--- src/hw/rtl/rmms_pkg.sv ---
// Shared types, constants and the mask point table of the rotating-mask smoother.
`default_nettype none

package rmms_pkg;

  localparam int unsigned PIX_W         = 8;
  localparam int unsigned CFG_W         = 12;
  localparam int unsigned ROW_W         = 12;
  localparam int unsigned DEF_MAX_WIDTH = 2048;

  localparam logic [CFG_W-1:0] FW_RESET = 12'd640;
  localparam logic [CFG_W-1:0] FH_RESET = 12'd480;

  // mask accumulators: up to 9 points of 8 bits
  localparam int unsigned SUM_W = 12;
  localparam int unsigned SQ_W  = 20;
  localparam int unsigned CNT_W = 4;
  localparam logic [CNT_W-1:0] MAX_PTS = 4'd9;

  // divider: widest dividend is sum*sum (< 2^23), divisor is a point count
  localparam int unsigned DIV_W = 23;
  localparam int unsigned DVS_W = CNT_W;

  localparam int unsigned STEP_W = 7;
  localparam logic [3:0]  MASK_LAST = 4'd8;

  localparam logic REQ_FLUSH = 1'b1;

  typedef enum logic {
    REG_WIDTH  = 1'b0,
    REG_HEIGHT = 1'b1
  } reg_idx_e;

  typedef struct packed {
    logic             req_type;
    logic [PIX_W-1:0] in_pixel;
  } in_item_t;

  typedef struct packed {
    logic [PIX_W-1:0] out_pixel;
    logic             out_last;
  } out_item_t;

  typedef struct packed {
    logic busy;
    logic done;
  } unit_stat_t;

  typedef struct packed {
    logic signed [2:0] dx;
    logic signed [2:0] dy;
    logic              last;
  } mask_pt_t;

  // 65 points: eight rotated 7-point masks, then the 3x3 square
  function automatic mask_pt_t mask_point(input logic [STEP_W-1:0] idx);
    int       dx;
    int       dy;
    mask_pt_t r;
    dx = 0;
    dy = 0;
    case (idx)
      7'd0:  begin dx = -1; dy =  2; end
      7'd1:  begin dx =  0; dy =  2; end
      7'd2:  begin dx =  1; dy =  2; end
      7'd3:  begin dx =  0; dy =  1; end
      7'd4:  begin dx =  0; dy =  0; end
      7'd5:  begin dx =  0; dy = -1; end
      7'd6:  begin dx =  0; dy = -2; end
      7'd7:  begin dx =  1; dy =  2; end
      7'd8:  begin dx =  2; dy =  2; end
      7'd9:  begin dx =  2; dy =  1; end
      7'd10: begin dx =  1; dy =  1; end
      7'd11: begin dx =  0; dy =  0; end
      7'd12: begin dx = -1; dy = -1; end
      7'd13: begin dx = -2; dy = -2; end
      7'd14: begin dx =  2; dy =  1; end
      7'd15: begin dx =  2; dy =  0; end
      7'd16: begin dx =  2; dy = -1; end
      7'd17: begin dx =  1; dy =  0; end
      7'd18: begin dx =  0; dy =  0; end
      7'd19: begin dx = -1; dy =  0; end
      7'd20: begin dx = -2; dy =  0; end
      7'd21: begin dx =  2; dy = -1; end
      7'd22: begin dx =  2; dy = -2; end
      7'd23: begin dx =  1; dy = -2; end
      7'd24: begin dx =  1; dy = -1; end
      7'd25: begin dx =  0; dy =  0; end
      7'd26: begin dx = -1; dy =  1; end
      7'd27: begin dx = -2; dy =  2; end
      7'd28: begin dx =  1; dy = -2; end
      7'd29: begin dx =  0; dy = -2; end
      7'd30: begin dx = -1; dy = -2; end
      7'd31: begin dx =  0; dy = -1; end
      7'd32: begin dx =  0; dy =  0; end
      7'd33: begin dx =  0; dy =  1; end
      7'd34: begin dx =  0; dy =  2; end
      7'd35: begin dx = -1; dy = -2; end
      7'd36: begin dx = -2; dy = -2; end
      7'd37: begin dx = -2; dy = -1; end
      7'd38: begin dx = -1; dy = -1; end
      7'd39: begin dx =  0; dy =  0; end
      7'd40: begin dx =  1; dy =  1; end
      7'd41: begin dx =  2; dy =  2; end
      7'd42: begin dx = -2; dy = -1; end
      7'd43: begin dx = -2; dy =  0; end
      7'd44: begin dx = -2; dy =  1; end
      7'd45: begin dx = -1; dy =  0; end
      7'd46: begin dx =  0; dy =  0; end
      7'd47: begin dx =  1; dy =  0; end
      7'd48: begin dx =  2; dy =  0; end
      7'd49: begin dx = -2; dy =  1; end
      7'd50: begin dx = -2; dy =  2; end
      7'd51: begin dx = -1; dy =  2; end
      7'd52: begin dx = -1; dy =  1; end
      7'd53: begin dx =  0; dy =  0; end
      7'd54: begin dx =  1; dy = -1; end
      7'd55: begin dx =  2; dy = -2; end
      7'd56: begin dx = -1; dy = -1; end
      7'd57: begin dx =  0; dy = -1; end
      7'd58: begin dx =  1; dy = -1; end
      7'd59: begin dx = -1; dy =  0; end
      7'd60: begin dx =  0; dy =  0; end
      7'd61: begin dx =  1; dy =  0; end
      7'd62: begin dx = -1; dy =  1; end
      7'd63: begin dx =  0; dy =  1; end
      7'd64: begin dx =  1; dy =  1; end
      default: begin dx = 0; dy = 0; end
    endcase
    r.dx   = 3'(dx);
    r.dy   = 3'(dy);
    r.last = (idx == 7'd6)  || (idx == 7'd13) || (idx == 7'd20) || (idx == 7'd27) ||
             (idx == 7'd34) || (idx == 7'd41) || (idx == 7'd48) || (idx == 7'd55) ||
             (idx == 7'd64);
    return r;
  endfunction

endpackage

`default_nettype wire

--- src/hw/rtl/rmms_rem.sv ---
// Ring remainder of a linear pixel index by reciprocal multiplication.
`default_nettype none

module rmms_rem import rmms_pkg::*; #(
  parameter int unsigned X_W     = 24,
  parameter int unsigned R_W     = 14,
  parameter int unsigned MODULUS = 5 * DEF_MAX_WIDTH
) (
  input  wire logic           clk_i,
  input  wire logic           rst_ni,
  input  wire logic           start_i,
  input  wire logic [X_W-1:0] x_i,
  output unit_stat_t          stat_o,
  output logic      [R_W-1:0] rem_o
);

  // floor(x * RECIP / 2^SH) is the quotient or one below it for any x < 2^X_W
  localparam int unsigned     SH      = X_W + $clog2(MODULUS);
  localparam int unsigned     PW      = 2 * X_W + 1;
  localparam longint unsigned RECIP_L = (64'd1 << SH) / 64'(MODULUS);
  localparam logic [X_W:0]    RECIP   = (X_W + 1)'(RECIP_L);
  localparam logic [X_W-1:0]  MOD_X   = X_W'(MODULUS);
  localparam logic [R_W:0]    MOD_C   = (R_W + 1)'(MODULUS);

  logic [X_W-1:0] x_q, quo_q;
  logic [R_W:0]   r_q;
  logic           ph1_q, ph2_q, done_q;
  logic [PW-1:0]  prod;
  logic [X_W-1:0] back;

  assign prod = PW'(x_q) * PW'(RECIP);
  assign back = X_W'(quo_q * MOD_X);

  always_ff @(posedge clk_i or negedge rst_ni) begin
    if (!rst_ni) begin
      ph1_q  <= 1'b0;
      ph2_q  <= 1'b0;
      done_q <= 1'b0;
    end else begin
      ph1_q  <= start_i;
      ph2_q  <= ph1_q;
      done_q <= ph2_q;
    end
  end

  always_ff @(posedge clk_i) begin
    if (start_i) begin
      x_q <= x_i;
    end
    if (ph1_q) begin
      quo_q <= X_W'(prod >> SH);
    end
    // partial remainder is below twice the modulus
    if (ph2_q) begin
      r_q <= (R_W + 1)'(x_q - back);
    end
  end

  assign stat_o.busy = ph1_q | ph2_q;
  assign stat_o.done = done_q;
  assign rem_o       = (r_q >= MOD_C) ? R_W'(r_q - MOD_C) : r_q[R_W-1:0];

endmodule

`default_nettype wire

--- config.mk ---
export PLATFORM = sky130hd
export DESIGN_NAME = rmms_rem
export DESIGN_NICKNAME = d
export VERILOG_FILES = /design/src/hw/rtl/rmms_pkg.sv /design/src/hw/rtl/rmms_rem.sv
export SDC_FILE = /design/constraint.sdc
export NUM_CORES = 1
export LEC_CHECK = 0
export BUFFER_PORTS_ARGS = -buffer_cell sky130_fd_sc_hd__buf_2
export CELL_PAD_IN_SITES_DETAIL_PLACEMENT = 1
export CELL_PAD_IN_SITES_GLOBAL_PLACEMENT = 2
export CORE_MARGIN = 2
export CORE_UTILIZATION = 45
export CTS_CLUSTER_DIAMETER = 150
export DETAILED_ROUTE_END_ITERATION = 8
export GPL_TIMING_DRIVEN = 0
export PLACE_DENSITY_LB_ADDON = 0.1
export SYNTH_ARGS = -nofsm -noshare
export SYNTH_HDL_FRONTEND = slang
export SYNTH_SLANG_ARGS = --single-unit
--- constraint.sdc ---
create_clock -name clk_i -period 14.25 [get_ports clk_i]
set_clock_uncertainty 0.1 [all_clocks]
set_input_delay 0.7125 -clock clk_i [delete_from_list [all_inputs] [get_ports clk_i]]
set_output_delay 0.7125 -clock clk_i [all_outputs]
set_load 0.05 [all_outputs]
======== Word-level counts from Yosys, hierarchy flattened ========
Index checks and enable logic that the tools add are counted.
cells by class
  add/subtract/negate cells ............... 2
  $mul .................................... 2
  order comparisons ....................... 1
  multiplexer cells ....................... 1
  bitwise operators ....................... 1
operators by type and width
  cell                                                    count
  multiplier 24 x 25 -> 49 bit (second input constant)    1
  >= comparator 15 x 14 -> 1 bit (second input constant)  1
  subtractor 15 bit                                       1
  2-to-1 mux 14 bit                                       1
  subtractor 14 bit (second input constant)               1
  multiplier 11 x 3 -> 4 bit (second input constant)      1
  OR 1 bit                                                1
word-level totals
  bits in registers ....................... 53
  output and inout bits ................... 16
  word-level logic and storage cells ...... 13

======== Longest topological paths before layout ========
  depth after elaboration ................. 2
  gate-level depth with buffers ........... 22
  depth with buffers taken out ............ 22

======== Worst setup path before layout ========
OpenSTA, ideal clock, no wires.
  kind .................................... register -> register
  from .................................... register x_q[4]
  to ...................................... register quo_q[2], data pin
  setup time .............................. 0.135 ns
  arrival ................................. 5.470 ns
  data required time ...................... 14.015 ns
  setup slack ............................. 8.545 ns
  stages on the path, launching flop included .. 21
  buffers on the path ..................... 0
  path through ............................ edfxtp_1 > inv_1 > ha_1 > fa_1 > fa_1 > inv_1 > fa_1 > inv_1 > fa_1 > inv_1 > fa_1 > inv_1 > fa_1 > inv_1 > ha_1 > o211ai_1 > nor2_1 > a2bb2oi_2 > o211ai_1 > or4b_1 > nand3_1
between the ends
  cells in the longest elaborated chain, start to end .. 1
ends and longest elaborated chain
  what                          RTL line        RTL
  start, declared               rmms_rem.sv:25  logic [X_W-1:0] x_q, quo_q;
  start signal, assigned        rmms_rem.sv:48  x_q <= x_i;
  multiplier 24 x 25 -> 49 bit  rmms_rem.sv:31  assign prod = PW'(x_q) * PW'(RECIP);
  via prod[40]                  rmms_rem.sv:28  logic [PW-1:0] prod;
  end signal, assigned          rmms_rem.sv:51  quo_q <= X_W'(prod >> SH);
  end, declared                 rmms_rem.sv:25
The timed path passes the listed nets, and every way through them passes these cells.
A chain may end at the register's enable or synchronous reset.

======== Final worst setup path ========
  from .................................... register x_q[11]
  to ...................................... register quo_q[0], data pin
The elaborated chain is that of the path after synthesis.

==> flow_summary_export.csv <==
group,metric,value,unit
sta,period_share,47.8,%
global_route,grt.total_usage,22.3,%
floorplanning,die_w,139,µm
clocking,cts_setup_buffers,0,
outcome,status,"finished, final reports clean",
floorplanning,dieArea,19300,µm²
synthesis,yosysWarnings,0,
worst_setup_path,worst-path-max-fanout,4,
global_route,grt_util_met2,36.8,%
synthesis,synth.distinct_cells,44,
floorplanning,ios,43,
synthesis,synth_top_area_cell,"fa_1",
worst_setup_path,critPathMaxStageDelay,0.69,ns
global_route,grt_max_degree,26,
floorplanning,die_h,139,µm
final_layout,syn_to_final_growth,7.94,%
synthesis,ys_async_sr_fraction,6.52,%
clocking,clockBufferDepth,2,
synthesis,syn_avg_cell_area,10.8,µm²
synthesis,syn_area,8190,µm²
clocking,numCtsBuffers,5,
placed_design,gp_congestion,0.873,
drt,drtPass1Iterations,4,
sta,slew_violations,0,
drt,vias,5158,
drt,drt_iter0_drc,121,
min_path,hp-class,"input pin to async pin",
sta,slew_headroom,52.1,%
synthesis,synth_nets,1094,
clocking,cts_hold_buf,0,
worst_setup_path,cp-end-kind,"register",
drt,via_per_inst,4.95,
global_route,grt_pass1_wl,33200,µm
clocking,cts.sinks,46,
final_layout,finalNetCount,1143,
worst_setup_path,worstRegToRegCells,18,
floorplanning,rows,49,
worst_setup_path,arrival,6.70,ns
synthesis,synth_seq_area_share,16.7,%
floorplanning,core_area,17900,µm²
floorplanning,initial_core_util,45.8,%
placed_design,portBuffers,42,
global_route,grt_util_met1,33.9,%
clocking,cts_root_buf,"clkbuf_16",
synthesis,synth_top_cell_area_share,35.2,%
global_route,grtUsageMet3,1.17,%
synthesis,synth_edf_count,43,
worst_setup_path,cp.required,14.15,ns
placed_design,hpwlAfterDp,18600,µm
clocking,htreeDepth,2,
worst_setup_path,crit_top_cell,"fa_1",
sta,max_clock_freq,147,MHz
sta,tightest_slew,0.714,ns
flow_run,maxCapViolCount,0,
clocking,cts_tree,"done",
drt,routed_wl,20200,µm
final_layout,n_antenna_cell,0,
synthesis,synth_cells,762,
drt,wire_per_inst,19.4,µm
worst_setup_path,critical_path_class,"register to register",
sta,layout_min_cycle_time,6.81,ns
global_route,antenna_found_initial,0,
synthesis,ys_ff_latch,46,
worst_setup_path,slowest_stage,"fa_1",
worst_setup_path,crit_path_cell_trace,"ha_1 -> fa_1 -> fa_1 -> inv_1 -> fa_1 -> inv_1 -> fa_1 -> fa_1 -> inv_1 -> fa_1 -> inv_1 -> ha_1 -> nand4_1 -> o31ai_1 -> nand3_1 -> nor2_1 -> nor4_1 -> a211oi_1",
global_route,grt_overflow_total,0,
synthesis,synth_area_leaders,"fa_1 (35%), ha_1 (25%), edfxtp_1 (16%)",
sta,hold_viol_final,0,
drt,drtAntennaViolNets,0,
drt,drc,0,
sta,fin_setup_tns,0,ns
clocking,clock_latency,0.29,ns
global_route,grt_pass1_vias,5927,
synthesis,synthFlopType,"edfxtp_1",
worst_setup_path,crit_path_start_kind,"register",
final_layout,drive_above_1_share,8.99,%
sta,setup_viol,0,
global_route,grt-busiest-layer,"met2",
sta,rsz0062_at_grt,"false",
clocking,post_cts_resized,0,
clocking,clkTransAtPathRegs,0.07,ns
cells by family after synthesis:
family	Yosys count	share of synthesized area, %
DFF	46	16.7
buffers and inverters	277	13.2
xor gates and xnor gates	13	1.39
adders and majority gates	305	59.8
and+or+nand+nor	62	3.76
AOI/OAI and AO/OA	59	5.16
stage by stage:
| stage | hold slack, ns | setup slack [ns] | instance area (µm²) | std cells | util (%) |
|---|---|---|---|---|---|
| floorplan | 0.317 | 8.55 | 8190 | 762 | - |
| global placement | 0.408 | 7.32 | 8690 | 1033 | 48.5 |
| detailed placement | 0.413 | 7.29 | 8690 | 1033 | 48.5 |
| CTS | 0.102 | 7.25 | 8840 | 1041 | 49.4 |
| global route | 0.102 | 7.12 | 8840 | 1041 | 49.4 |
| finish | 0.109 | 7.44 | 8840 | 1041 | 49.4 |
state kept, by name, indices dropped and copies added, names as in the netlist:
register and cells:
r_q 15, ph2_q 1, x_q 24, done_q 1, ph1_q 1, quo_q 4
per-layer routing:
metal / wire (µm) / part of all wire (%) / vias up
li1: - / - / 2454
met5: 0 / 0 / -
met1: 9890 / 49 / 2626
met4: 156 / 0.77 / 0
met2: 9710 / 48 / 67
met3: 458 / 2.3 / 11
cell usage after synthesis, drive strengths merged (5+ instances only):
library cell	n
edfxtp	43
nand3	8
o21ai	12
ha	161
nor4	5
fa	144
buf	12
nand2	12
xnor2	12
a21oi	17
a211oi	7
nor2	19
inv	264
critical path, delay by kind of cell (launching register included):
family / cells / cell delay (ns)
AND/OR/NAND/NOR: 4 / 0.50
AO/OA/AOI/OAI: 2 / 1.08
buffers and inverters: 4 / 0.23
flip-flops: 1 / 0.55
adder cells (fa/ha/maj): 8 / 4.07
worst paths after layout:
kind,from,end,slack [ns]
max,x_q[11]$_DFFE_PP_,quo_q[0]$_DFFE_PP_,7.44
min,rst_ni,ph2_q$_DFF_PN0_,0.11
max reg2reg,x_q[11]$_DFFE_PP_,quo_q[0]$_DFFE_PP_,7.44
min reg2reg,ph1_q$_DFF_PN0_,ph2_q$_DFF_PN0_,0.44
max in group asynchronous,rst_ni,done_q$_DFF_PN0_,13.83
min in group clk_i,ph1_q$_DFF_PN0_,ph2_q$_DFF_PN0_,0.44
cell usage in the layout, fill, tap and decap left out, types with 12 or more instances in the layout:
cell type and count:
a21oi_1 17, buf_2 42, buf_4 12, edfxtp_1 43
fa_1 144, ha_1 161, inv_1 264, nand2_1 12
nor2_1 19, xnor2_1 12
cell type report:
cell class	instances	area, µm²
buffer	13	93.8
clock buffer	5	125
clock inverter	3	28.8
fill	1987	9060
inverter	264	991
multi-input combinational	439	5740
sequential	46	1370
tap	229	287
timing repair buffer	42	210
Power is not shown: default switching activity piles up to over one toggle a cycle in this logic, so the estimate is an artifact.
