<file path="config.mk">
export PLATFORM = sky130hd
export DESIGN_NAME = rmms_div
export DESIGN_NICKNAME = d
export VERILOG_FILES = /design/src/hw/rtl/rmms_pkg.sv /design/src/hw/rtl/rmms_div.sv
export SDC_FILE = /design/constraint.sdc
export NUM_CORES = 1
export LEC_CHECK = 0
export BUFFER_PORTS_ARGS = -buffer_cell sky130_fd_sc_hd__buf_2
export CAP_MARGIN = 15
export CORE_UTILIZATION = 28
export DETAILED_ROUTE_END_ITERATION = 12
export GPL_ROUTABILITY_DRIVEN = 0
export PLACE_DENSITY = 0.58
export SYNTH_ARGS = -nofsm -noshare
export SYNTH_HDL_FRONTEND = slang
export SYNTH_SLANG_ARGS = --single-unit
</file>
<file path="constraint.sdc">
create_clock -name clk_i -period 2.1 [get_ports clk_i]
set_input_delay 0.21 -clock clk_i [delete_from_list [all_inputs] [get_ports clk_i]]
set_output_delay 0.21 -clock clk_i [all_outputs]
set_load 0.1 [all_outputs]
</file>
<file path="src/hw/rtl/rmms_pkg.sv">
// Shared types, constants and the mask point table of the rotating-mask smoother.
`default_nettype none

package rmms_pkg;

  localparam int unsigned PIX_W         = 8;
  localparam int unsigned CFG_W         = 12;
  localparam int unsigned ROW_W         = 12;
  localparam int unsigned DEF_MAX_WIDTH = 2048;

  localparam logic [CFG_W-1:0] FW_RESET = 12'd640;
  localparam logic [CFG_W-1:0] FH_RESET = 12'd480;

  // mask accumulators: up to 9 points of 8 bits
  localparam int unsigned SUM_W = 12;
  localparam int unsigned SQ_W  = 20;
  localparam int unsigned CNT_W = 4;
  localparam logic [CNT_W-1:0] MAX_PTS = 4'd9;

  // divider: widest dividend is sum*sum (< 2^23), divisor is a point count
  localparam int unsigned DIV_W = 23;
  localparam int unsigned DVS_W = CNT_W;

  localparam int unsigned STEP_W = 7;
  localparam logic [3:0]  MASK_LAST = 4'd8;

  localparam logic REQ_FLUSH = 1'b1;

  typedef enum logic {
    REG_WIDTH  = 1'b0,
    REG_HEIGHT = 1'b1
  } reg_idx_e;

  typedef struct packed {
    logic             req_type;
    logic [PIX_W-1:0] in_pixel;
  } in_item_t;

  typedef struct packed {
    logic [PIX_W-1:0] out_pixel;
    logic             out_last;
  } out_item_t;

  typedef struct packed {
    logic busy;
    logic done;
  } unit_stat_t;

  typedef struct packed {
    logic signed [2:0] dx;
    logic signed [2:0] dy;
    logic              last;
  } mask_pt_t;

  // 65 points: eight rotated 7-point masks, then the 3x3 square
  function automatic mask_pt_t mask_point(input logic [STEP_W-1:0] idx);
    int       dx;
    int       dy;
    mask_pt_t r;
    dx = 0;
    dy = 0;
    case (idx)
      7'd0:  begin dx = -1; dy =  2; end
      7'd1:  begin dx =  0; dy =  2; end
      7'd2:  begin dx =  1; dy =  2; end
      7'd3:  begin dx =  0; dy =  1; end
      7'd4:  begin dx =  0; dy =  0; end
      7'd5:  begin dx =  0; dy = -1; end
      7'd6:  begin dx =  0; dy = -2; end
      7'd7:  begin dx =  1; dy =  2; end
      7'd8:  begin dx =  2; dy =  2; end
      7'd9:  begin dx =  2; dy =  1; end
      7'd10: begin dx =  1; dy =  1; end
      7'd11: begin dx =  0; dy =  0; end
      7'd12: begin dx = -1; dy = -1; end
      7'd13: begin dx = -2; dy = -2; end
      7'd14: begin dx =  2; dy =  1; end
      7'd15: begin dx =  2; dy =  0; end
      7'd16: begin dx =  2; dy = -1; end
      7'd17: begin dx =  1; dy =  0; end
      7'd18: begin dx =  0; dy =  0; end
      7'd19: begin dx = -1; dy =  0; end
      7'd20: begin dx = -2; dy =  0; end
      7'd21: begin dx =  2; dy = -1; end
      7'd22: begin dx =  2; dy = -2; end
      7'd23: begin dx =  1; dy = -2; end
      7'd24: begin dx =  1; dy = -1; end
      7'd25: begin dx =  0; dy =  0; end
      7'd26: begin dx = -1; dy =  1; end
      7'd27: begin dx = -2; dy =  2; end
      7'd28: begin dx =  1; dy = -2; end
      7'd29: begin dx =  0; dy = -2; end
      7'd30: begin dx = -1; dy = -2; end
      7'd31: begin dx =  0; dy = -1; end
      7'd32: begin dx =  0; dy =  0; end
      7'd33: begin dx =  0; dy =  1; end
      7'd34: begin dx =  0; dy =  2; end
      7'd35: begin dx = -1; dy = -2; end
      7'd36: begin dx = -2; dy = -2; end
      7'd37: begin dx = -2; dy = -1; end
      7'd38: begin dx = -1; dy = -1; end
      7'd39: begin dx =  0; dy =  0; end
      7'd40: begin dx =  1; dy =  1; end
      7'd41: begin dx =  2; dy =  2; end
      7'd42: begin dx = -2; dy = -1; end
      7'd43: begin dx = -2; dy =  0; end
      7'd44: begin dx = -2; dy =  1; end
      7'd45: begin dx = -1; dy =  0; end
      7'd46: begin dx =  0; dy =  0; end
      7'd47: begin dx =  1; dy =  0; end
      7'd48: begin dx =  2; dy =  0; end
      7'd49: begin dx = -2; dy =  1; end
      7'd50: begin dx = -2; dy =  2; end
      7'd51: begin dx = -1; dy =  2; end
      7'd52: begin dx = -1; dy =  1; end
      7'd53: begin dx =  0; dy =  0; end
      7'd54: begin dx =  1; dy = -1; end
      7'd55: begin dx =  2; dy = -2; end
      7'd56: begin dx = -1; dy = -1; end
      7'd57: begin dx =  0; dy = -1; end
      7'd58: begin dx =  1; dy = -1; end
      7'd59: begin dx = -1; dy =  0; end
      7'd60: begin dx =  0; dy =  0; end
      7'd61: begin dx =  1; dy =  0; end
      7'd62: begin dx = -1; dy =  1; end
      7'd63: begin dx =  0; dy =  1; end
      7'd64: begin dx =  1; dy =  1; end
      default: begin dx = 0; dy = 0; end
    endcase
    r.dx   = 3'(dx);
    r.dy   = 3'(dy);
    r.last = (idx == 7'd6)  || (idx == 7'd13) || (idx == 7'd20) || (idx == 7'd27) ||
             (idx == 7'd34) || (idx == 7'd41) || (idx == 7'd48) || (idx == 7'd55) ||
             (idx == 7'd64);
    return r;
  endfunction

endpackage

`default_nettype wire

</file>
<file path="src/hw/rtl/rmms_div.sv">
// Bit-serial restoring divider by a small point count (1 to 9).
`default_nettype none

module rmms_div import rmms_pkg::*; (
  input  wire logic             clk_i,
  input  wire logic             rst_ni,
  input  wire logic             start_i,
  input  wire logic [DIV_W-1:0] dividend_i,
  input  wire logic [DVS_W-1:0] divisor_i,
  output unit_stat_t            stat_o,
  output logic      [DIV_W-1:0] quo_o
);

  localparam int unsigned CW = $clog2(DIV_W + 1);

  logic [DIV_W-1:0] x_q;
  logic [DVS_W-1:0] r_q, d_q;
  logic [CW-1:0]    cnt_q;
  logic             busy_q, done_q;
  logic [DVS_W:0]   trial, diff;
  logic             ge;

  assign trial = {r_q, x_q[DIV_W-1]};
  assign diff  = trial - {1'b0, d_q};
  assign ge    = (trial >= {1'b0, d_q});

  always_ff @(posedge clk_i or negedge rst_ni) begin
    if (!rst_ni) begin
      busy_q <= 1'b0;
      done_q <= 1'b0;
      cnt_q  <= '0;
    end else begin
      done_q <= 1'b0;
      if (start_i) begin
        busy_q <= 1'b1;
        cnt_q  <= '0;
      end else if (busy_q) begin
        cnt_q <= cnt_q + CW'(1);
        if (cnt_q == CW'(DIV_W - 1)) begin
          busy_q <= 1'b0;
          done_q <= 1'b1;
        end
      end
    end
  end

  // dividend shifts out at the top while quotient bits shift in at the bottom
  always_ff @(posedge clk_i) begin
    if (start_i) begin
      x_q <= dividend_i;
      r_q <= '0;
      d_q <= divisor_i;
    end else if (busy_q) begin
      x_q <= {x_q[DIV_W-2:0], ge};
      r_q <= ge ? diff[DVS_W-1:0] : trial[DVS_W-1:0];
    end
  end

  assign stat_o.busy = busy_q;
  assign stat_o.done = done_q;
  assign quo_o       = x_q;

endmodule

`default_nettype wire

</file>
; ---- Word level (Yosys, flattened, before mapping)
; Index checks and enable logic that the tools add are counted.
[totals]
regBits = 38
input_bits = 30
out_inout_bits = 25
[op_classes]
add_sub_neg = 2
n_lt_le_gt_ge = 1
eq_ne = 1
n_mux = 11
n_reduce_logical = 1
[op_table]
columns = op, count
row1 = 23-bit 2-to-1 mux, 2
row2 = 5-bit 2-to-1 mux, 2
row3 = 1-bit 2-to-1 mux, 6
row4 = 5-bit by 1-bit adder with 5-bit output (second input constant), 1
row5 = 5-bit == test (second input constant), 1
row6 = 5-bit by 4-bit greater-or-equal comparator with 1-bit output, 1
row7 = 4-bit 2-to-1 mux, 1
row8 = 4-bit subtractor, 1
row9 = 2-bit nonzero test, 1

; ---- Logic depth before layout (Yosys ltp)
; Gate-level depths: netlist of run 1.
[depth]
word_depth = 4
depth_mapped = 6
ltp_nobuf = 6

; ---- Worst setup path before layout of run 1
; OpenSTA, ideal clock, no wires.
[synth_path]
kind = register to register
start = reg x_q[22], in the netlist quo_o[22]
end = reg x_q[0], in the netlist quo_o[0] (data pin)
arrival_ns = 2.056
slack_ns = -0.216
path_stages_with_launch = 7
path_cell_list = edfxtp_1 inv_1 ha_1 nand4_1 nand2_1 or2_4 mux2_2
[synth_via]
elab_chain_cells = 3
[synth_rtl]
columns = element, line
row1 = "start, declared", rmms_div.sv:16  ; logic [DIV_W-1:0] x_q;
row2 = "start signal, assigned", rmms_div.sv:50  ; x_q <= dividend_i;
row3 = "start signal, assigned", rmms_div.sv:54  ; x_q <= {x_q[DIV_W-2:0], ge};
row4 = 5-bit by 4-bit greater-or-equal comparator with 1-bit output, rmms_div.sv:25  ; assign ge = (trial >= {1'b0, d_q});
row5 = 23-bit 2-to-1 mux, rmms_div.sv:53  ; end else if (busy_q) begin
row6 = 23-bit 2-to-1 mux, rmms_div.sv:49  ; if (start_i) begin
; No other way between the ends. The select of a mux whose other input is x is not followed.
; A chain may end at the register's enable or synchronous reset.

; ---- Worst setup path in the final report of run 1
[layout_path]
start = reg d_q[1]
end = reg x_q[0], in the netlist quo_o[0] (data pin)
[layout_via]
elab_chain_cells = 3
[layout_rtl]
columns = element, line
row1 = "start, declared", rmms_div.sv:17  ; logic [DVS_W-1:0] r_q, d_q;
row2 = "start signal, assigned", rmms_div.sv:52  ; d_q <= divisor_i;
row3 = 5-bit by 4-bit greater-or-equal comparator with 1-bit output, rmms_div.sv:25
row4 = 23-bit 2-to-1 mux, rmms_div.sv:53
row5 = 23-bit 2-to-1 mux, rmms_div.sv:49
; No other way between the ends. The select of a mux whose other input is x is not followed.

==> Implementation_results.wiki, run 1 <==
{| class="wikitable"
! Metric !! Value
|-
| Result of the run || complete, no violations
|-
| Final setup margin || 0.178 ns
|-
| Number of max-cap violations || 0
|-
| Number of cells on the worst hold path || 1
|-
| Ordered list of cells on the worst path || inv_1, ha_1, nor2b_2, o221a_4, or2_4, mux2_2
|-
| Hold violation total from the final report || 0
|-
| Post-synthesis cell count || 126
|-
| H-tree depth || 2
|-
| Largest net degree at the start of global routing || 25
|-
| Area growth from synthesis to layout || 28.7%
|-
| Data required time of the critical path || around 2.1 ns
|-
| Number of antenna violations at the first check in global routing || 0
|-
| Fmax achieved || 520 MHz
|-
| Total I/O pin count || 55
|-
| Cell Rows || 28
|-
| DP Worst Slack || ~0.18 ns
|-
| Leakage power figure || 0.000990 uW
|-
| Most frequently used cell type in the post-synthesis netlist || sky130_fd_sc_hd__edfxtp_1
|-
| Sequential element share of the synthesized area || 0.601
|-
| Overall via count from detail_route || between 1k and 1.5k
|-
| Worst stage delay on the critical path || 0.41 ns
|-
| Non-filler instance count after layout || 261
|-
| Buffers & Inverters on Critical Path || 1
|-
| Net count of the mapped netlist || 163
|-
| Peak fanout along the critical path || 5
|-
| Post-detailed-routing wire length || between 3000 and 4000 um
|-
| 1st-iter DRT viols || 60
|-
| Number of failing setup endpoints in the final timing report || 0
|-
| Post-Syn Area || 1770 um2
|-
| Detailed Place HPWL || 2420 um
|-
| Worst slew pin tran || ~0.49 ns
|-
| Sum Neg Setup Slack || 0 ns
|-
| Total number of cells along the worst setup path || 6
|-
| Initial core utilization || 0.294
|-
| Period utilization || 0.915
|-
| Clk sink count || 38
|-
| Wire length of the first global-routing pass || 5460 um
|-
| Fraction of synthesized cell area taken by the top area cell type || 0.457
|-
| Unique masters post-synth || 34
|-
| Number of register bits inferred by synthesis || 38
|-
| Die area || about 6700 um2
|-
| Antenna violation net count after detailed routing || 0
|-
| Total power draw || 2650 uW
|-
| Width of the die || 81.6 um
|-
| Vert. Die Dim || 81.6 um
|-
| List of most frequent post-synthesis cells || 27 x sky130_fd_sc_hd__edfxtp_1, 23 x sky130_fd_sc_hd__mux2_2, 8 x sky130_fd_sc_hd__inv_1
|-
| Arrival time of the worst setup path || 1.96 ns
|-
| Number of buffers created by CTS || 5
|-
| Flip-flop cell with the highest count after synthesis || sky130_fd_sc_hd__edfxtp_1
|-
| Max rail drop VDD || 0.000513 V
|-
| Std-Cell Core Area || 6030 um2
|-
| Share of post-route cells with drive strength above 1 || 0.516
|-
| Critical path's slowest cell || sky130_fd_sc_hd__edfxtp_1
|-
| Unrepaired setup endpoints after global routing || false
|-
| Routed WL per cell || 12.9 um
|-
| Residual DRC count || 0
|-
| Number of antenna diodes || 0
|-
| Most area-hungry cell type in the Yosys netlist || sky130_fd_sc_hd__edfxtp_1
|-
| Total count of max-transition violations in the final report || 0
|-
| Number of warnings issued by yosys || 0
|-
| Overall fraction of global-route tracks in use || 0.112
|-
| Sort of element at the end of the critical path || flop
|-
| Per-cell via count in the routed design || approximately 4.4
|-
| Number of enable-type register cells in the synthesized netlist || 27
|-
| Critical setup path kind || reg2reg
|-
| Synth top area cells || sky130_fd_sc_hd__edfxtp_1 46%, sky130_fd_sc_hd__mux2_2 15%, sky130_fd_sc_hd__dfrtp_1 9.9%
|-
| Average size of a mapped cell || 14.1 um2
|-
| DP Cell Count || 252
|-
| Post-synth ARST share || 0.184
|-
| Gr ovfl total || 0
|-
| Post-CTS Setup Bufs || 0
|-
| Largest delay contributor family on the critical path || simple AND/OR/NAND/NOR gates
|-
| Layout net count || approximately 220
|-
| Count of TritonRoute iterations in the first routing pass || 4
|-
| Clock slew at the register clock pins of the worst setup and hold paths || 0.08 ns
|-
| Number of buffers between clock root and the deepest sink || 2
|-
| Class of the tightest hold or removal check || in2reg
|-
| Power per cell area || 1160 nW/um2
|-
| Startpoint type of the worst setup path || flop
|-
| Remaining max-slew budget at the tightest pin || 0.676
|-
| Port Buffers || 54
|-
| Vias in the first global route || between 1k and 1.5k
|-
| Minimum clock period || 1.92 ns
|-
| Clock network latency to the later pin of the worst-skew pair || 0.28 ns
|-
| Length in cells of the worst reg-to-reg path || 6
|-
| Library cell used as clock root buffer || sky130_fd_sc_hd__clkbuf_8
|-
| Setup Skew || 0.00413 ns
|-
| TritonCTS clock tree || done
|}
[area by class of cell]
type | count | area, um2
clock buffer | 5 | 68.8
clock inverter | 3 | 63.8
fill | 591 | 3740
inverter | 8 | 30.0
multi-input combinational | 73 | 651
sequential | 38 | 1070
tap | 75 | 93.8
timing repair buffer | 59 | 310
[worst paths after layout]
path,start,end,slack [ns]
worst max register to register,d_q[1],quo_o[0],0.18
worst max-delay path,d_q[1],quo_o[0],0.18
min in group asynchronous,rst_ni,done_q,0.28
worst min register to register,r_q[3],r_q[3],0.48
worst min-delay path,divisor_i[0],d_q[0],0.1
max in group asynchronous,rst_ni,cnt_q[3],1.66
[registers in the layout, indices dropped and copies added (netlist names)]
register	cells
r_q	4
done_q	1
d_q	4
quo_o	23
busy_q	1
cnt_q	5
[worst register-to-register path: cells and delay by family (launching register included)]
family,cells,cell delay [ns]
muxes,1,0.26
buffers and inverters,1,0.08
and+or+nand+nor,2,0.44
AOI/OAI and AO/OA,1,0.26
DFF,1,0.41
adders and majority gates,1,0.23
[what timing repair did]
| item | CTS | global route |
|---|---|---|
| hold buffers | 1 | 0 |
| gates resized for setup | 0 | 0 |
| endpoints found under the hold margin | 7 | 0 |
[logic make-up (layout without fill, tap and decap cells)]
| group | after synthesis | in the layout | synth area share |
|---|---|---|---|
| flops | 38 | 38 | 0.601 |
| simple gates | 26 | 26 | 0.0811 |
| mux | 23 | 23 | 0.146 |
| buf+inv | 15 | 75 | 0.0367 |
| compound gates | 12 | 12 | 0.0571 |
| fa+ha+maj | 7 | 7 | 0.0536 |
| xor+xnor | 5 | 5 | 0.0247 |
[power breakdown]
group,leakage [uW],total (uW),internal [uW],switching [uW]
clock network,0.0000658,733,470,262
logic,0.000517,932,263,669
registers,0.000406,985,923,61.7
[metrics by stage]
| stage | util | area, um2 | hold WS (ns) |
|---|---|---|---|
| 3_3_place_gp | 0.355 | 2140 | 0.0548 |
| 4_1_cts | 0.379 | 2280 | 0.0823 |
| 2_1_floorplan | - | 1780 | -0.0856 |
| 3_5_place_dp | 0.355 | 2140 | 0.0585 |
| 5_1_grt | 0.379 | 2280 | 0.0762 |
| 6_report | 0.379 | 2280 | 0.0962 |
[metal layers]
layer  up-vias  wire length, um  GRT usage
li1        574                -          -
met1       533             1540      0.151
met2        40             1470      0.158
met3         4              307     0.0478
met4         0               36     0.0421
met5         -                0          0
[layout by cell type (no fill, tap or decap), types with 2 or more instances in the layout]
master / instances
sky130_fd_sc_hd__nand2_1: 3
sky130_fd_sc_hd__ha_1: 5
sky130_fd_sc_hd__dfrtp_1: 7
sky130_fd_sc_hd__nor2b_1: 2
sky130_fd_sc_hd__clkbuf_8: 5
sky130_fd_sc_hd__nor3_1: 2
sky130_fd_sc_hd__inv_1: 8
sky130_fd_sc_hd__nand4_1: 3
sky130_fd_sc_hd__bufinv_16: 2
sky130_fd_sc_hd__o22ai_1: 2
sky130_fd_sc_hd__buf_4: 4
sky130_fd_sc_hd__mux2_2: 23
sky130_fd_sc_hd__buf_2: 54
sky130_fd_sc_hd__o21ai_0: 2
sky130_fd_sc_hd__dfxtp_1: 4
sky130_fd_sc_hd__nor2_1: 7
sky130_fd_sc_hd__edfxtp_1: 27
sky130_fd_sc_hd__xor2_1: 4
No activity file was read; power rests on OpenSTA's default activity.
==> inputs of run 2 (changes only) <==
Settings changed: CTS_CLUSTER_DIAMETER set to 40, SKIP_CTS_REPAIR_TIMING set to 1.
Clock period 2.1 ns to 1.9 ns, I/O delays scaled along.
==> Implementation_results.wiki, run 2 (synthesized netlist as in run 1, its figures left out) <==
{| class="wikitable"
! Metric !! Value
|-
| Layout Utilization || 0.385
|-
| Detailed Place HPWL || approximately 2400 um
|-
| Area growth from synthesis to layout || 30.8%
|-
| Leakage power figure || 0.00100 uW
|-
| Number of buffers between clock root and the deepest sink || 2
|-
| Hold Slack || 0.0700 ns
|-
| 1st-iter DRT viols || 31
|-
| Number of max-cap violations || 0
|-
| Result of the run || complete, no violations
|-
| Number of antenna diodes || 0
|-
| Number of buffers created by CTS || 5
|-
| Total I/O pin count || 55
|-
| Max rail drop VDD || 0.000486 V
|-
| Per-cell via count in the routed design || roughly 4.5
|-
| Hold violation total from the final report || 0
|-
| Total count of max-transition violations in the final report || 0
|-
| Data required time of the critical path || 1.95 ns
|-
| Residual DRC count || 0
|-
| Startpoint type of the worst setup path || flop
|-
| Gr ovfl total || 0
|-
| Peak fanout along the critical path || 4
|-
| Vias in the first global route || 1160
|-
| Power per cell area || 1220 nW/um2
|-
| Switching part of the total power || 0.392
|-
| Overall via count from detail_route || 1184
|-
| Port Buffers || 54
|-
| Minimum clock period || 1.84 ns
|-
| Sort of element at the end of the critical path || flop
|-
| Int Power || about 1700 uW
|-
| Combinational group share of total power || 0.374
|-
| Share of post-route cells with drive strength above 1 || 0.534
|-
| Layout net count || 225
|-
| Wire length of the first global-routing pass || 5620 um
|-
| Commonest non-fill, non-tap cells in the layout || 54 x sky130_fd_sc_hd__buf_2, 27 x sky130_fd_sc_hd__edfxtp_1, 23 x sky130_fd_sc_hd__mux2_2
|-
| Class of the tightest hold or removal check || in2reg
|-
| Total power draw || between 2000 and 3000 uW
|-
| Remaining max-slew budget at the tightest pin || 0.675
|-
| Cell Rows || 28
|-
| Setup Skew || 0.00511 ns
|-
| Worst slew pin tran || 0.492 ns
|-
| Count of TritonRoute iterations in the first routing pass || 4
|-
| Most frequent standard cell in the layout excluding fill and tap cells || sky130_fd_sc_hd__buf_2
|-
| Number of failing setup endpoints in the final timing report || 0
|-
| Seq pwr share || 0.384
|-
| Clk sink count || 38
|-
| Die area || 6660 um2
|-
| Largest net degree at the start of global routing || 25
|-
| Std-Cell Core Area || 6030 um2
|-
| Critical setup path kind || reg2reg
|-
| Net switching power || 1110 uW
|-
| Number of flip-flops in the largest register || 23
|-
| Ordered list of cells on the worst path || inv_1, ha_1, nor2b_2, o221a_4, or2_4, mux2_2
|-
| Library cell used as clock root buffer || sky130_fd_sc_hd__clkbuf_8
|-
| Clock network latency to the later pin of the worst-skew pair || 0.29 ns
|-
| Post-detailed-routing wire length || roughly 3400 um
|-
| Arrival time of the worst setup path || 1.89 ns
|-
| Routed WL per cell || 12.7 um
|-
| Clock slew at the register clock pins of the worst setup and hold paths || 0.08 ns
|-
| Critical path's slowest cell || sky130_fd_sc_hd__edfxtp_1
|-
| Period utilization || 0.968
|-
| TritonCTS clock tree || done
|-
| Width of the die || 81.6 um
|-
| Overall fraction of global-route tracks in use || 0.115
|-
| Initial core utilization || 0.294
|-
| H-tree depth || 2
|-
| Part of the power in the clock network || 0.242
|-
| Fmax achieved || 544 MHz
|-
| Unrepaired setup endpoints after global routing || false
|-
| Antenna violation net count after detailed routing || 0
|-
| Number of antenna violations at the first check in global routing || 0
|-
| Worst stage delay on the critical path || between 0.3 and 0.4 ns
|-
| Vert. Die Dim || 81.6 um
|}
[run 2: cell count changes in the layout (fill, tap and decap cells not counted), sizes merged]
cell / change
clkbuf: +1
buf: +3
bufinv: -1
clkinv: -1
clkinvlp: +1
[run 2: metal layers]
metal,GRT usage,vias up,wire [um]
li1,-,586,-
met1,0.152,550,1570
met2,0.169,42,1500
met3,0.0422,6,230
met4,0.0474,0,58
met5,0,-,0
[run 2: layout make-up]
| type | count | area [um2] |
|---|---|---|
| fillers | 602 | 3700 |
| multi-input cells | 73 | 663 |
| flip-flops and latches | 38 | 1070 |
| clock inverters | 2 | 37.5 |
| clock buffers | 6 | 72.6 |
| repair buffers | 62 | 358 |
| inverters | 8 | 30.0 |
| well taps | 75 | 93.8 |
[run 2: power by group through the flow]
stage                     Combinational (uW)  Clock [uW]  Sequential [uW]
final                                   1060         685             1090
after global routing                    1130         747             1110
after CTS                               1060         711             1090
after detailed placement                1060           0             1110
after global placement                  1060           0             1110
after floorplan                          367           0             1600
[run 2: final timing paths]
kind                              start       end  slack (ns)  depth (start not counted)
max reg2reg                      d_q[1]  quo_o[0]        0.06                          6
max in group asynchronous        rst_ni  cnt_q[0]        1.49                          2
min                        divisor_i[0]    d_q[0]        0.07                          1
min reg2reg                      r_q[3]    r_q[3]        0.48                          2
min in group asynchronous        rst_ni    done_q        0.25                          2
max                              d_q[1]  quo_o[0]        0.06                          6
[run 2: metrics by stage]
stage,setup slack [ns],instance area [um2],cells,TNS (ns)
floorplan,-0.269,1790,126,-0.694
global placement,0.0772,2190,254,0
detailed placement,0.0503,2190,254,0
CTS,0.0411,2300,262,0
global route,0.00915,2320,264,0
finish,0.0608,2320,264,0
[run 2: critical path: cells and delay by family (launching register included)]
kind	cells	cell delay, ns
mux	1	0.26
flops	1	0.39
simple gates	2	0.42
buf+inv	1	0.07
compound gates	1	0.24
fa+ha+maj	1	0.22
==> inputs of run 3 (changes only) <==
Settings changed: CTS_BUF_LIST set to sky130_fd_sc_hd__clkbuf_16, SKIP_LAST_GASP set to 1.
==> Implementation_results.wiki, run 3 (synthesized netlist as in run 1, its figures left out) <==
{| class="wikitable"
! Metric !! Value
|-
| Vert. Die Dim || 81.6 um
|-
| Share of post-route cells with drive strength above 1 || 0.534
|-
| Commonest non-fill, non-tap cells in the layout || 54 x sky130_fd_sc_hd__buf_2, 27 x sky130_fd_sc_hd__edfxtp_1, 23 x sky130_fd_sc_hd__mux2_2
|-
| Largest net degree at the start of global routing || 25
|-
| Layout net count || 225
|-
| H-tree depth || 2
|-
| Width of the die || roughly 80 um
|-
| Layout Utilization || 0.395
|-
| Minimum clock period || between 1.5 and 2 ns
|-
| Reg-to-reg setup timing slack || 0.06 ns
|-
| Total count of max-transition violations in the final report || 0
|-
| Overall fraction of global-route tracks in use || 0.116
|-
| Data required time of the critical path || 1.93 ns
|-
| Setup Skew || 0.00355 ns
|-
| Count of TritonRoute iterations in the first routing pass || 4
|-
| Non-Filler Cell Area, Final || 2380 um2
|-
| Total power draw || 3080 uW
|-
| Number of buffers between clock root and the deepest sink || 2
|-
| Sort of element at the end of the critical path || flop
|-
| Clk sink count || 38
|-
| Area growth from synthesis to layout || 34.0%
|-
| Unrepaired setup endpoints after global routing || false
|-
| Peak fanout along the critical path || 4
|-
| Initial core utilization || 0.294
|-
| Number of antenna diodes || 0
|-
| Clock slew at the register clock pins of the worst setup and hold paths || ~0.060 ns
|-
| Arrival time of the worst setup path || 1.87 ns
|-
| Cell Rows || 28
|-
| DP Cell Count || between 200 and 300
|-
| Per-cell via count in the routed design || 4.47
|-
| Residual DRC count || 0
|-
| Number of failing setup endpoints in the final timing report || 0
|-
| Fmax achieved || about 540 MHz
|-
| Period utilization || 0.968
|-
| Detailed Place HPWL || 2400 um
|-
| Hold violation total from the final report || 0
|-
| Std-Cell Core Area || 6030 um2
|-
| Port Buffers || 54
|-
| Result of the run || complete, no violations
|-
| Most frequent standard cell in the layout excluding fill and tap cells || sky130_fd_sc_hd__buf_2
|-
| Post-DP Area || 2190 um2
|-
| Number of flip-flops in the largest register || 23
|-
| Vias in the first global route || 1164
|-
| Number of antenna violations at the first check in global routing || 0
|-
| 1st-iter DRT viols || 48
|-
| Post-detailed-routing wire length || ~3400 um
|-
| Non-filler instance count after layout || 264
|-
| TritonCTS clock tree || done
|-
| Gr ovfl total || 0
|-
| Routed WL per cell || about 13 um
|-
| Critical setup path kind || reg2reg
|-
| Total I/O pin count || 55
|-
| Power per cell area || 1300 nW/um2
|-
| Library cell used as clock root buffer || sky130_fd_sc_hd__clkbuf_16
|-
| Max rail drop VDD || 0.000644 V
|-
| Remaining max-slew budget at the tightest pin || 0.675
|-
| Class of the tightest hold or removal check || in2reg
|-
| Number of max-cap violations || 0
|-
| Sum Neg Setup Slack || 0 ns
|-
| Leakage power figure || between 0.001 and 0.0015 uW
|-
| Die area || 6660 um2
|-
| Wire length of the first global-routing pass || 5680 um
|-
| Worst slew pin tran || 0.491 ns
|-
| Clock network latency to the later pin of the worst-skew pair || 0.28 ns
|-
| Number of buffers created by CTS || 5
|-
| Startpoint type of the worst setup path || flop
|-
| Overall via count from detail_route || 1180
|-
| Antenna violation net count after detailed routing || 0
|}
==> run 3: final timing paths <==
check                             start  endpoint  depth (start not counted)
setup reg to reg                 d_q[1]  quo_o[0]                          6
hold / removal             divisor_i[0]    d_q[0]                          1
min in group asynchronous        rst_ni    done_q                          2
max in group asynchronous        rst_ni  cnt_q[3]                          2
setup / recovery                 d_q[1]  quo_o[0]                          6
hold reg to reg                  r_q[3]    r_q[3]                          2
==> run 3: area by class of cell <==
| class | instances | area [um2] |
|---|---|---|
| Clock buffer | 5 | 125 |
| Multi-Input combinational cell | 73 | 663 |
| Sequential cell | 38 | 1070 |
| Fill cell | 596 | 3650 |
| Clock inverter | 3 | 41.3 |
| Tap cell | 75 | 93.8 |
| Timing Repair Buffer | 62 | 358 |
| Inverter | 8 | 30.0 |
==> run 3: per-layer routing <==
layer / part of all wire / global-route usage / wire [um] / vias up
met2: 0.44 / 0.169 / 1490 / 41
li1: - / - / - / 588
met3: 0.067 / 0.0389 / 225 / 5
met5: 0 / 0 / 0 / -
met1: 0.48 / 0.160 / 1610 / 546
met4: 0.014 / 0.0421 / 48 / 0
==> run 3: power breakdown <==
group,switching (uW),internal [uW],total (uW)
registers,69.2,1020,1090
logic,748,312,1060
clock network,318,614,931
total,1140,1950,3080
==> run 3: through the flow <==
step                hold WS (ns)  worst slack, ns
floorplan                 -0.106           -0.269
CTS                       -0.261           0.0458
detailed placement        0.0347           0.0503
global route              0.0791          0.00985
finish                    0.0859           0.0614
global placement          0.0351           0.0772
==> run 3: critical path, cell delays in order (launching register included) <==
cell and delay (ns):
sky130_fd_sc_hd__edfxtp_1 0.38, sky130_fd_sc_hd__inv_1 0.07, sky130_fd_sc_hd__ha_1 0.22, sky130_fd_sc_hd__nor2b_2 0.17, sky130_fd_sc_hd__o221a_4 0.24, sky130_fd_sc_hd__or2_4 0.25
sky130_fd_sc_hd__mux2_2 0.26
